==> config.mk <==
export PLATFORM = sky130hd
export DESIGN_NAME = cres_ctrl
export DESIGN_NICKNAME = d
export VERILOG_FILES = /design/src/rtl/core/cres_pkg.sv /design/src/rtl/core/cres_ctrl.sv
export SDC_FILE = /design/constraint.sdc
export NUM_CORES = 1
export LEC_CHECK = 0
export BUFFER_PORTS_ARGS = -buffer_cell sky130_fd_sc_hd__buf_2
export CORE_AREA = 2 2 39 41
export CTS_BUF_LIST = sky130_fd_sc_hd__clkbuf_4
export DETAILED_ROUTE_END_ITERATION = 16
export DIE_AREA = 0 0 41 43
export PLACE_DENSITY_LB_ADDON = 0.08
export REMOVE_ABC_BUFFERS = 1
export SETUP_SLACK_MARGIN = 0.4
export SYNTH_ARGS = -nofsm -noshare
export SYNTH_HDL_FRONTEND = slang
export SYNTH_SLANG_ARGS = --single-unit
==> constraint.sdc <==
create_clock -name clock -period 1.4 [get_ports clock]
set_clock_uncertainty 0.15 [all_clocks]
set_input_delay 0.28 -clock clock [delete_from_list [all_inputs] [get_ports clock]]
set_output_delay 0.28 -clock clock [all_outputs]
set_load 0.01 [all_outputs]
==> src/rtl/core/cres_pkg.sv <==
// ----------------------------------------------------------------------------
// cres_pkg
// Types and constants of the counter rate / EWMA sampler.
// ----------------------------------------------------------------------------
package cres_pkg;

   localparam int IDX_W       = 6;
   localparam int DATA_W      = 64;
   localparam int SHIFT_W     = 5;
   localparam int NS_W        = 30;
   localparam int MUL_W       = 35;             // holds any value up to RATE_LIMIT
   localparam int MUL_LO_W    = 32;
   localparam int MUL_HI_W    = MUL_W - MUL_LO_W;
   localparam int REQ_TDATA_W = 136;
   localparam int RSP_TDATA_W = 320;
   localparam int RSP_TUSER_W = 2;

   localparam logic [NS_W-1:0]    NS_PER_SEC  = 30'd1000000000;
   localparam logic [DATA_W-1:0]  ALL_ONES    = 64'hFFFF_FFFF_FFFF_FFFF;
   // largest value that can be scaled by 1e9 without overflow
   localparam logic [DATA_W-1:0]  RATE_LIMIT  = 64'd18446744073;
   localparam logic [SHIFT_W-1:0] SHIFT_MAX   = 5'd16;
   localparam logic [SHIFT_W-1:0] SHIFT_RESET = 5'd3;

   typedef struct packed {
      logic [DATA_W-1:0] smoothed;
      logic [DATA_W-1:0] stamp;
      logic [DATA_W-1:0] value;
   } entry_type;

   typedef enum logic [3:0] {
      ST_IDLE,
      ST_EVAL,
      ST_ROUTE,
      ST_MUL_PP,
      ST_MUL_SUM,
      ST_DIV_START,
      ST_DIV_WAIT,
      ST_SM_DIFF,
      ST_SM_APPLY,
      ST_COMMIT
   } state_type;

   typedef enum logic [1:0] {
      RATE_QUOT,
      RATE_PROD,
      RATE_SAT
   } rate_sel_type;

   typedef struct packed {
      logic         load_in;
      logic         eval;
      logic         mul_pp;
      logic         mul_sum;
      logic         mul_from_quot;
      logic         div_start;
      logic         div_from_prod;
      logic         rate_load;
      rate_sel_type rate_sel;
      logic         sm_diff;
      logic         sm_apply;
      logic         commit;
   } cmd_type;

   typedef struct packed {
      logic need_rate;
      logic delta_fits;
      logic div_done;
      logic q_big;
      logic out_free;
   } sts_type;

endpackage

==> src/rtl/core/cres_ctrl.sv <==
// ----------------------------------------------------------------------------
// cres_ctrl
// Sequencer: evaluate a sample; if a rate is due, scale/divide, smooth; commit.
// ----------------------------------------------------------------------------
module cres_ctrl (
   input  logic              clock,
   input  logic              reset,
   input  logic              req_tvalid,
   output logic              req_tready,
   input  cres_pkg::sts_type sts,
   output cres_pkg::cmd_type cmd
);

   cres_pkg::state_type state_ff, state_in;
   logic                small_ff, small_in;   // delta small enough to scale first

   always_comb begin
      state_in = state_ff;
      small_in = small_ff;
      case (state_ff)
         cres_pkg::ST_IDLE: begin
            if (req_tvalid) state_in = cres_pkg::ST_EVAL;
         end
         cres_pkg::ST_EVAL: begin
            state_in = cres_pkg::ST_ROUTE;
         end
         cres_pkg::ST_ROUTE: begin
            small_in = sts.delta_fits;
            if (!sts.need_rate)       state_in = cres_pkg::ST_COMMIT;
            else if (sts.delta_fits)  state_in = cres_pkg::ST_MUL_PP;
            else                      state_in = cres_pkg::ST_DIV_START;
         end
         cres_pkg::ST_MUL_PP: begin
            state_in = cres_pkg::ST_MUL_SUM;
         end
         cres_pkg::ST_MUL_SUM: begin
            state_in = small_ff ? cres_pkg::ST_DIV_START : cres_pkg::ST_SM_DIFF;
         end
         cres_pkg::ST_DIV_START: begin
            state_in = cres_pkg::ST_DIV_WAIT;
         end
         cres_pkg::ST_DIV_WAIT: begin
            if (sts.div_done) begin
               if (small_ff || sts.q_big) state_in = cres_pkg::ST_SM_DIFF;
               else                       state_in = cres_pkg::ST_MUL_PP;
            end
         end
         cres_pkg::ST_SM_DIFF: begin
            state_in = cres_pkg::ST_SM_APPLY;
         end
         cres_pkg::ST_SM_APPLY: begin
            state_in = cres_pkg::ST_COMMIT;
         end
         cres_pkg::ST_COMMIT: begin
            if (sts.out_free) state_in = cres_pkg::ST_IDLE;
         end
         default: begin
            state_in = cres_pkg::ST_IDLE;
         end
      endcase
   end

   always_comb begin
      cmd        = '0;
      req_tready = 1'b0;
      case (state_ff)
         cres_pkg::ST_IDLE: begin
            req_tready  = 1'b1;
            cmd.load_in = req_tvalid;
         end
         cres_pkg::ST_EVAL: begin
            cmd.eval = 1'b1;
         end
         cres_pkg::ST_MUL_PP: begin
            cmd.mul_pp        = 1'b1;
            cmd.mul_from_quot = !small_ff;
         end
         cres_pkg::ST_MUL_SUM: begin
            cmd.mul_sum = 1'b1;
            if (!small_ff) begin
               cmd.rate_load = 1'b1;
               cmd.rate_sel  = cres_pkg::RATE_PROD;
            end
         end
         cres_pkg::ST_DIV_START: begin
            cmd.div_start     = 1'b1;
            cmd.div_from_prod = small_ff;
         end
         cres_pkg::ST_DIV_WAIT: begin
            if (sts.div_done && small_ff) begin
               cmd.rate_load = 1'b1;
               cmd.rate_sel  = cres_pkg::RATE_QUOT;
            end else if (sts.div_done && sts.q_big) begin
               cmd.rate_load = 1'b1;
               cmd.rate_sel  = cres_pkg::RATE_SAT;
            end
         end
         cres_pkg::ST_SM_DIFF: begin
            cmd.sm_diff = 1'b1;
         end
         cres_pkg::ST_SM_APPLY: begin
            cmd.sm_apply = 1'b1;
         end
         cres_pkg::ST_COMMIT: begin
            cmd.commit = sts.out_free;
         end
         default: begin
            cmd = '0;
         end
      endcase
   end

   always_ff @(posedge clock) begin
      if (reset) begin
         state_ff <= cres_pkg::ST_IDLE;
         small_ff <= 1'b0;
      end else begin
         state_ff <= state_in;
         small_ff <= small_in;
      end
   end

endmodule

==> impl_metrics.tcl, run 1 <==
set metrics [dict create \
    syn_inst 67 \
    min_to "state_ff[2]" \
    rsz0062_at_grt "yes" \
    reg2regPathDepth 5 \
    hold_depth 2 \
    leakage_uw 0.000458 \
    finalWorstSetupSlack_ns -0.264 \
    nNetsFinal 123 \
    syn_area_per_cell_um2 6.87 \
    clock_latency_ns 0.25 \
    num_vias 666 \
    hold_viol 0 \
    yosys_most_used_dff "dfxtp_1" \
    globalRouteOverflowTotal 0 \
    start_util 0.333 \
    die-area_mm2 0.00176 \
    antenna_found_initial 0 \
    grt_pass1_vias 609 \
    max_freq_mhz 601 \
    grt_max_degree 10 \
    switching_share 0.428 \
    cp.required_ns 0.97 \
    reg2reg_to "state_ff[3]" \
    port_buffers 21 \
    critPathCaptureType "output pin" \
    grt_usage 0.225 \
    drc 0 \
    cts.htree.levels 1 \
    num_rows 14 \
    drt_wl_total_um 1720 \
    io_pins 22 \
    clockBufferDepth 2 \
    path_cells "buf_6 > nor4_4 > and2_1 > buf_2" \
    synth_seq_cells 5 \
    dpl.hpwl_um 1120 \
    grt_first_pass_wirelength_um 2710 \
    synth-edff-count 0 \
    instances_no_fill 130 \
    drv_cap 0 \
    drt_iter0_drc 6 \
    synthTopCellsByArea "dfxtp_1, nor3_1, nand2b_1" \
    holdBufCountCts 0 \
    maxSlewHeadroom 0.802 \
    p_clk_frac 0.096 \
    synth.distinct_cells 28 \
    n_antenna_cell 0 \
    pwr-share-seq 0.161 \
    final_antenna_net_count 0 \
    yosys.area.top_type_share 0.217 \
    area_delta_synth_final_pct 117 \
    wl_per_cell_um 13.2 \
    violations "setup timing" \
    synth_area_leader_cell "dfxtp_1" \
    die_h_um 43 \
    yosysWarningCount 0 \
    fin_crit_sh 1.19 \
    critPathKind "reg2out" \
    critPathMaxFanout 4 \
    p_per_area_mw_per_mm2 2000 \
    gp_congestion 0.817 \
    drtPass1Iterations 4 \
    vias_per_cell 5.12 \
    worst-slew-pin-transition_ns 0.295 \
    async_flop_share 0 \
    setup_viol 16 \
    final_core_util 0.722 \
    min_period_ns 1.66 \
    synth.cell_area_um2 460 \
    p_int_uw 1140 \
    min_path_type "in2reg" \
    r2r_slack_ns -0.04 \
    synth_commonest_cells "nor3_1, nor2_1, dfxtp_1" \
    r2r-start "state_ff[0]" \
    cp_slowest_stage_delay_ns 0.35 \
    peakVddDrop_mv 1.09 \
    power_uw 2000 \
    comb_power_share 0.742 \
    placed_cells 117 \
    final_layout_size_suffix_gt1_frac 0.711 \
    synth_most_common_cell "nor3_1" \
    cts_sinks 5 \
    p_sw_uw 855 \
    yosysSeqAreaShare 0.217 \
    cp.arrival_ns 1.23 \
    min_from "sts[2]" \
    cts_tree "yes" \
    outcome "finished, violations left" \
    root_buffer "clkbuf_4" \
    slew_viol_final 0 \
    fp.coreArea_mm2 0.00138 \
    clkTransAtPathRegs_ns 0.04 \
    critPathLaunchType "register" \
    dieWidth_um 41 \
    numCtsBuffers 3 \
    critPathSlowestCell "dfxtp_4" \
]
==> state kept, by name, indices dropped and copies added, names as in the netlist <==
signal    cells
state_ff      4
small_ff      1
==> critical path, delay by kind of cell, from the launching register on <==
| kind | cells | cell delay, ns |
|---|---|---|
| AND/OR/NAND/NOR | 2 | 0.39 |
| buffers and inverters | 2 | 0.25 |
| flip-flops | 1 | 0.35 |
==> what timing repair did <==
item / 4_1_cts / 5_1_grt
gates resized for setup: 35 / 13
endpoints found under the setup margin: 19 / 19
pin swaps: 9 / 4
buffers inserted: 7 / 2
==> metal layers <==
layer	global-route usage	up-vias	share of wire	wire length [um]
met2	0.375	17	0.52	901
li1	-	347	-	-
met3	0.0785	2	0.049	84
met4	0.0333	0	0.0070	12
met1	0.271	300	0.42	721
met5	0	-	0	0
==> layout by cell type, fill, tap and decap left out, types with 3 or more instances in the layout <==
master    count
dfxtp_4       4
nor2_1        6
buf_4        17
nor3_2        6
nor3_4        3
buf_6        10
clkbuf_4      4
nand2b_1      3
nor3_1        3
inv_1         3
buf_2        21
nor4_2        3
==> power by group through the flow <==
stage	Sequential, uW	Combinational, uW	Clock (uW)
after CTS	317	1310	196
after global routing	334	1580	211
final	322	1480	192
after floorplan	321	405	0
after detailed placement	284	921	0
after global placement	281	933	0
==> worst max-delay path by stage <==
| stage | startpoint | end | slack [ns] | cells past startpoint |
|---|---|---|---|---|
| after detailed placement | state_ff[1] | cmd[12] | -0.13 | 3 |
| after CTS | state_ff[2] | cmd[3] | -0.27 | 3 |
| final | state_ff[2] | cmd[12] | -0.26 | 4 |
| after global routing | state_ff[3] | cmd[8] | -0.34 | 4 |
| after global placement | state_ff[0] | cmd[4] | -0.13 | 3 |
| after floorplan | state_ff[1] | cmd[12] | -0.35 | 2 |
==> kinds of logic after synthesis <==
logic type | synth area share
flip-flops | 0.217
AND/OR/NAND/NOR | 0.454
buffers and inverters | 0.0706
AO/OA/AOI/OAI | 0.236
multiplexers | 0.0217
==> final cells by class <==
type                    count  area [um2]
flip-flops and latches      5         115
well taps                  16        20.0
multi-input cells          54         477
repair buffers             48         345
inverters                   3        11.3
fillers                   109         385
clock buffers               4        30.0
==> stage by stage <==
step	area, um2	TNS (ns)	setup WS (ns)	hold WS [ns]
finish	998	-2.95	-0.264	0.141
CTS	920	-2.94	-0.272	0.139
global route	998	-4.16	-0.343	0.150
global placement	699	-0.866	-0.134	0.404
detailed placement	699	-0.985	-0.133	0.389
floorplan	439	-1.74	-0.353	0.199
Power figures use the tool's default switching activity.
==> run 2, diff against run 1 <==
- BUFFER_PORTS_ARGS: -buffer_cell sky130_fd_sc_hd__buf_2 -> -buffer_cell sky130_fd_sc_hd__buf_4
- SETUP_SLACK_MARGIN: 0.4 -> 0.3
==> impl_metrics.tcl, run 2 (synthesis gave the netlist of run 1 again) <==
set metrics [dict create \
    outcome "finished, violations left" \
    violations "setup timing" \
    antenna_found_initial 0 \
    pwr-share-seq 0.164 \
    slew_viol_final 0 \
    critPathLaunchType "register" \
    dieWidth_um 41 \
    cts.htree.levels 1 \
    critPathMaxFanout 5 \
    io_pins 22 \
    instances_no_fill 130 \
    worst-slew-pin-transition_ns 0.291 \
    drtPass1Iterations 4 \
    clock_latency_ns 0.24 \
    final_layout_size_suffix_gt1_frac 0.746 \
    num_rows 14 \
    maxSlewHeadroom 0.804 \
    drc 0 \
    nNetsFinal 123 \
    numCtsBuffers 3 \
    fin_area_mm2 0.00108 \
    cts_tree "yes" \
    dpl.hpwl_um 1150 \
    placed_cells 118 \
    dpl_cell_area_um2 759 \
    die_h_um 43 \
    vias_per_cell 5.33 \
    dp_slack_ns -0.176 \
    grt_usage 0.207 \
    min_period_ns 1.68 \
    cts_sinks 5 \
    comb_power_share 0.746 \
    p_int_uw 1210 \
    rsz0062_at_grt "yes" \
    final_cell_mix "buf_4, buf_6, nor3_2" \
    layout_commonest_cell "buf_4" \
    cp.arrival_ns 1.25 \
    path_cells "or2b_4 > buf_6 > nor3_4 > buf_6" \
    start_util 0.333 \
    leakage_uw 0.000474 \
    cp.required_ns 0.97 \
    wl_per_cell_um 13.5 \
    hold_viol 0 \
    finalWorstSetupSlack_ns -0.278 \
    top_regs "state_ff (4), small_ff (1)" \
    final_antenna_net_count 0 \
    fin_crit_sh 1.20 \
    p_clk_frac 0.090 \
    final.fill_count 105 \
    top_register "state_ff" \
    r2r-start "state_ff[0]" \
    drv_cap 0 \
    port_buffers 21 \
    num_vias 693 \
    min_from "reset" \
    largest_reg_flops 4 \
    peakVddDrop_mv 1.16 \
    critPathCaptureType "output pin" \
    min_path_type "in2reg" \
    final_core_util 0.778 \
    crit_start "state_ff[2]" \
    p_per_area_mw_per_mm2 1940 \
    grt_pass1_vias 591 \
    drt_iter0_drc 6 \
    p_sw_uw 876 \
    die-area_mm2 0.00176 \
    grt_max_degree 11 \
    area_delta_synth_final_pct 134 \
    critPathSlowestCell "dfxtp_2" \
    globalRouteOverflowTotal 0 \
    crit_family "simple AND/OR/NAND/NOR gates" \
    cp_slowest_stage_delay_ns 0.34 \
    max_freq_mhz 596 \
    clockBufferDepth 2 \
    fp.coreArea_mm2 0.00138 \
    gp_congestion 0.808 \
    n_antenna_cell 0 \
    grt_first_pass_wirelength_um 2530 \
    root_buffer "clkbuf_4" \
    path_buf_inv 2 \
    crit_top_cell "buf_6" \
    drt_wl_total_um 1760 \
    switching_share 0.420 \
    clkTransAtPathRegs_ns 0.05 \
    setup_viol 17 \
    critPathKind "reg2out" \
    setup_tns_ns -2.99 \
    holdBufCountCts 0 \
]
run 2: cell counts in the layout (fill, tap and decap cells not counted):
No cell type changed its count.
run 2: layer usage:
layer / GRT usage / vias to the layer above / share of wire
met4: 0.0667 / 0 / 0.0097
met3: 0.0314 / 2 / 0.034
met5: 0 / - / 0
met2: 0.334 / 20 / 0.53
met1: 0.267 / 330 / 0.43
li1: - / 341 / -
run 2: through the flow:
step           hold WS [ns]  power [uW]
2_1_floorplan         0.199         726
6_report              0.110        2080
5_1_grt               0.106        2210
3_5_place_dp          0.356        1270
4_1_cts               0.101        1880
3_3_place_gp          0.358        1270
run 2: layout make-up:
type | count | area, um2 | share of cell area
Clock buffer | 4 | 30.0 | 0.0279
Inverter | 3 | 11.3 | 0.0105
Multi-Input combinational cell | 54 | 484 | 0.450
Sequential cell | 5 | 114 | 0.106
Tap cell | 16 | 20.0 | 0.0186
Timing Repair Buffer | 48 | 417 | 0.387
run 2: worst paths after layout:
| path | slack (ns) | endpoint | cells after the start |
|---|---|---|---|
| hold / removal | 0.11 | small_ff | 2 |
| setup / recovery | -0.28 | cmd[9] | 4 |
| setup reg to reg | -0.13 | state_ff[3] | 6 |
| hold reg to reg | 0.47 | state_ff[1] | 2 |
run 2: worst register-to-register path: cells and delay by family, from the launching register on:
| kind | cells | cell delay (ns) |
|---|---|---|
| simple gates | 2 | 0.38 |
| flops | 1 | 0.35 |
| buf+inv | 2 | 0.23 |
| compound gates | 2 | 0.32 |
run 2: power groups by stage:
stage	Clock, uW	Sequential [uW]	Combinational (uW)
2_1_floorplan	0	321	405
4_1_cts	194	316	1370
3_3_place_gp	0	273	992
5_1_grt	208	354	1650
3_5_place_dp	0	278	994
6_report	189	341	1550
run 2: repair_timing:
action / CTS / global route
setup endpoints to repair: 19 / 19
pin swaps: 15 / 3
setup buffers: 7 / 1
resized for setup: 35 / 21
==> run 3, diff against run 2 <==
- clock period: 1.4 -> 2.05 ns (I/O delays scaled with it)
==> impl_metrics.tcl, run 3 (synthesis gave the netlist of run 1 again) <==
set metrics [dict create \
    dpl.hpwl_um 957 \
    peakVddDrop_mv 0.696 \
    clkTransAtPathRegs_ns 0.05 \
    globalRouteOverflowTotal 0 \
    slew_viol_final 0 \
    critPathMaxFanout 4 \
    grt_first_pass_wirelength_um 2470 \
    die-area_mm2 0.00176 \
    cp.arrival_ns 1.23 \
    worst-slew-pin-transition_ns 0.352 \
    path_cells "buf_6 > nand2_4 > nor3_4 > and2_4 > buf_6" \
    drv_cap 0 \
    rsz0062_at_grt "yes" \
    area_delta_synth_final_pct 121 \
    start_util 0.333 \
    crit_top_cell "buf_6" \
    critPathKind "reg2out" \
    clockBufferDepth 2 \
    drtPass1Iterations 4 \
    cts_tree "yes" \
    grt_pass1_vias 577 \
    top_regs "state_ff (4), small_ff (1)" \
    final_layout_size_suffix_gt1_frac 0.670 \
    grt_usage 0.201 \
    root_buffer "clkbuf_4" \
    fin_crit_sh 0.875 \
    die_h_um 43 \
    met2_length_um 1010 \
    max_freq_mhz 558 \
    critPathSlowestCell "dfxtp_4" \
    dieWidth_um 41 \
    cp.required_ns 1.49 \
    power_uw 1410 \
    top_layer "met4" \
    clock_latency_ns 0.25 \
    finalWorstSetupSlack_ns 0.257 \
    antenna_found_initial 0 \
    cts.htree.levels 1 \
    setup_viol 0 \
    grt_max_degree 9 \
    critPathCaptureType "output pin" \
    dp_slack_ns 0.221 \
    top_register "state_ff" \
    n_antenna_cell 0 \
    fp.coreArea_mm2 0.00138 \
    hold_viol 0 \
    num_vias 718 \
    min_path_type "in2reg" \
    wl_met1_um 719 \
    wl_per_cell_um 15.7 \
    critPathLaunchType "register" \
    nNetsFinal 118 \
    min_period_ns 1.79 \
    path_buf_inv 2 \
    vias_per_cell 5.74 \
    drc 0 \
    worst_hold_slack_ns 0.240 \
    gp_congestion 0.804 \
    cts_sinks 5 \
    final_antenna_net_count 0 \
    largest_reg_flops 4 \
    drt_iter0_drc 18 \
    io_pins 22 \
    outcome "completed" \
    dr_wl_met3_um 148 \
    drt_wl_total_um 1970 \
    port_buffers 21 \
    crit_family "simple AND/OR/NAND/NOR gates" \
    cp_slowest_stage_delay_ns 0.37 \
    final_cell_mix "buf_4, buf_6, nor2_1" \
    p_per_area_mw_per_mm2 1380 \
    num_rows 14 \
    final.fill_count 108 \
    maxSlewHeadroom 0.763 \
    leakage_uw 0.000443 \
    numCtsBuffers 3 \
    setup_tns_ns 0 \
    layout_commonest_cell "buf_4" \
]
## run 3: layer usage
metal / up-vias / track usage
met2: 44 / 0.319
met4: 0 / 0.0467
met5: - / 0
met1: 328 / 0.259
met3: 12 / 0.0576
li1: 334 / -
## run 3: report_power, final
part           leakage (uW)  internal, uW  switching, uW  total (uW)
registers         0.0000442           150           68.7         219
clock network     0.0000184          87.0           43.4         130
logic              0.000380           571            489        1060
total              0.000443           808            601        1410
## run 3: final cells by class
cell class | count | area [um2] | share of cell area
Timing Repair Buffer | 43 | 369 | 0.362
Tap cell | 16 | 20.0 | 0.0197
Sequential cell | 5 | 116 | 0.114
Inverter | 3 | 11.3 | 0.0111
Clock buffer | 4 | 30.0 | 0.0295
Multi-Input combinational cell | 54 | 472 | 0.463
## run 3: worst paths after layout
check / start / endpoint / slack [ns] / cells after the start
max reg2reg: state_ff[0] / state_ff[3] / 0.32 / 6
min reg2reg: small_ff / small_ff / 0.45 / 2
min: sts[2] / state_ff[2] / 0.24 / 2
max: state_ff[0] / cmd[6] / 0.26 / 5
## run 3: what timing repair did
action                                  CTS  global route
endpoints found under the setup margin   14            11
hold buffers                              0             0
resized for setup                        25            20
buffers inserted                         16             2
pin swaps                                 4             7
cloned                                    0             0
endpoints found under the hold margin     0             0
## run 3: through the flow
step	util	instance area [um2]	std cells
after floorplan	-	439	62
after global placement	0.467	647	103
after detailed placement	0.467	647	103
after CTS	0.662	916	123
after global routing	0.736	1020	125
final	0.736	1020	125
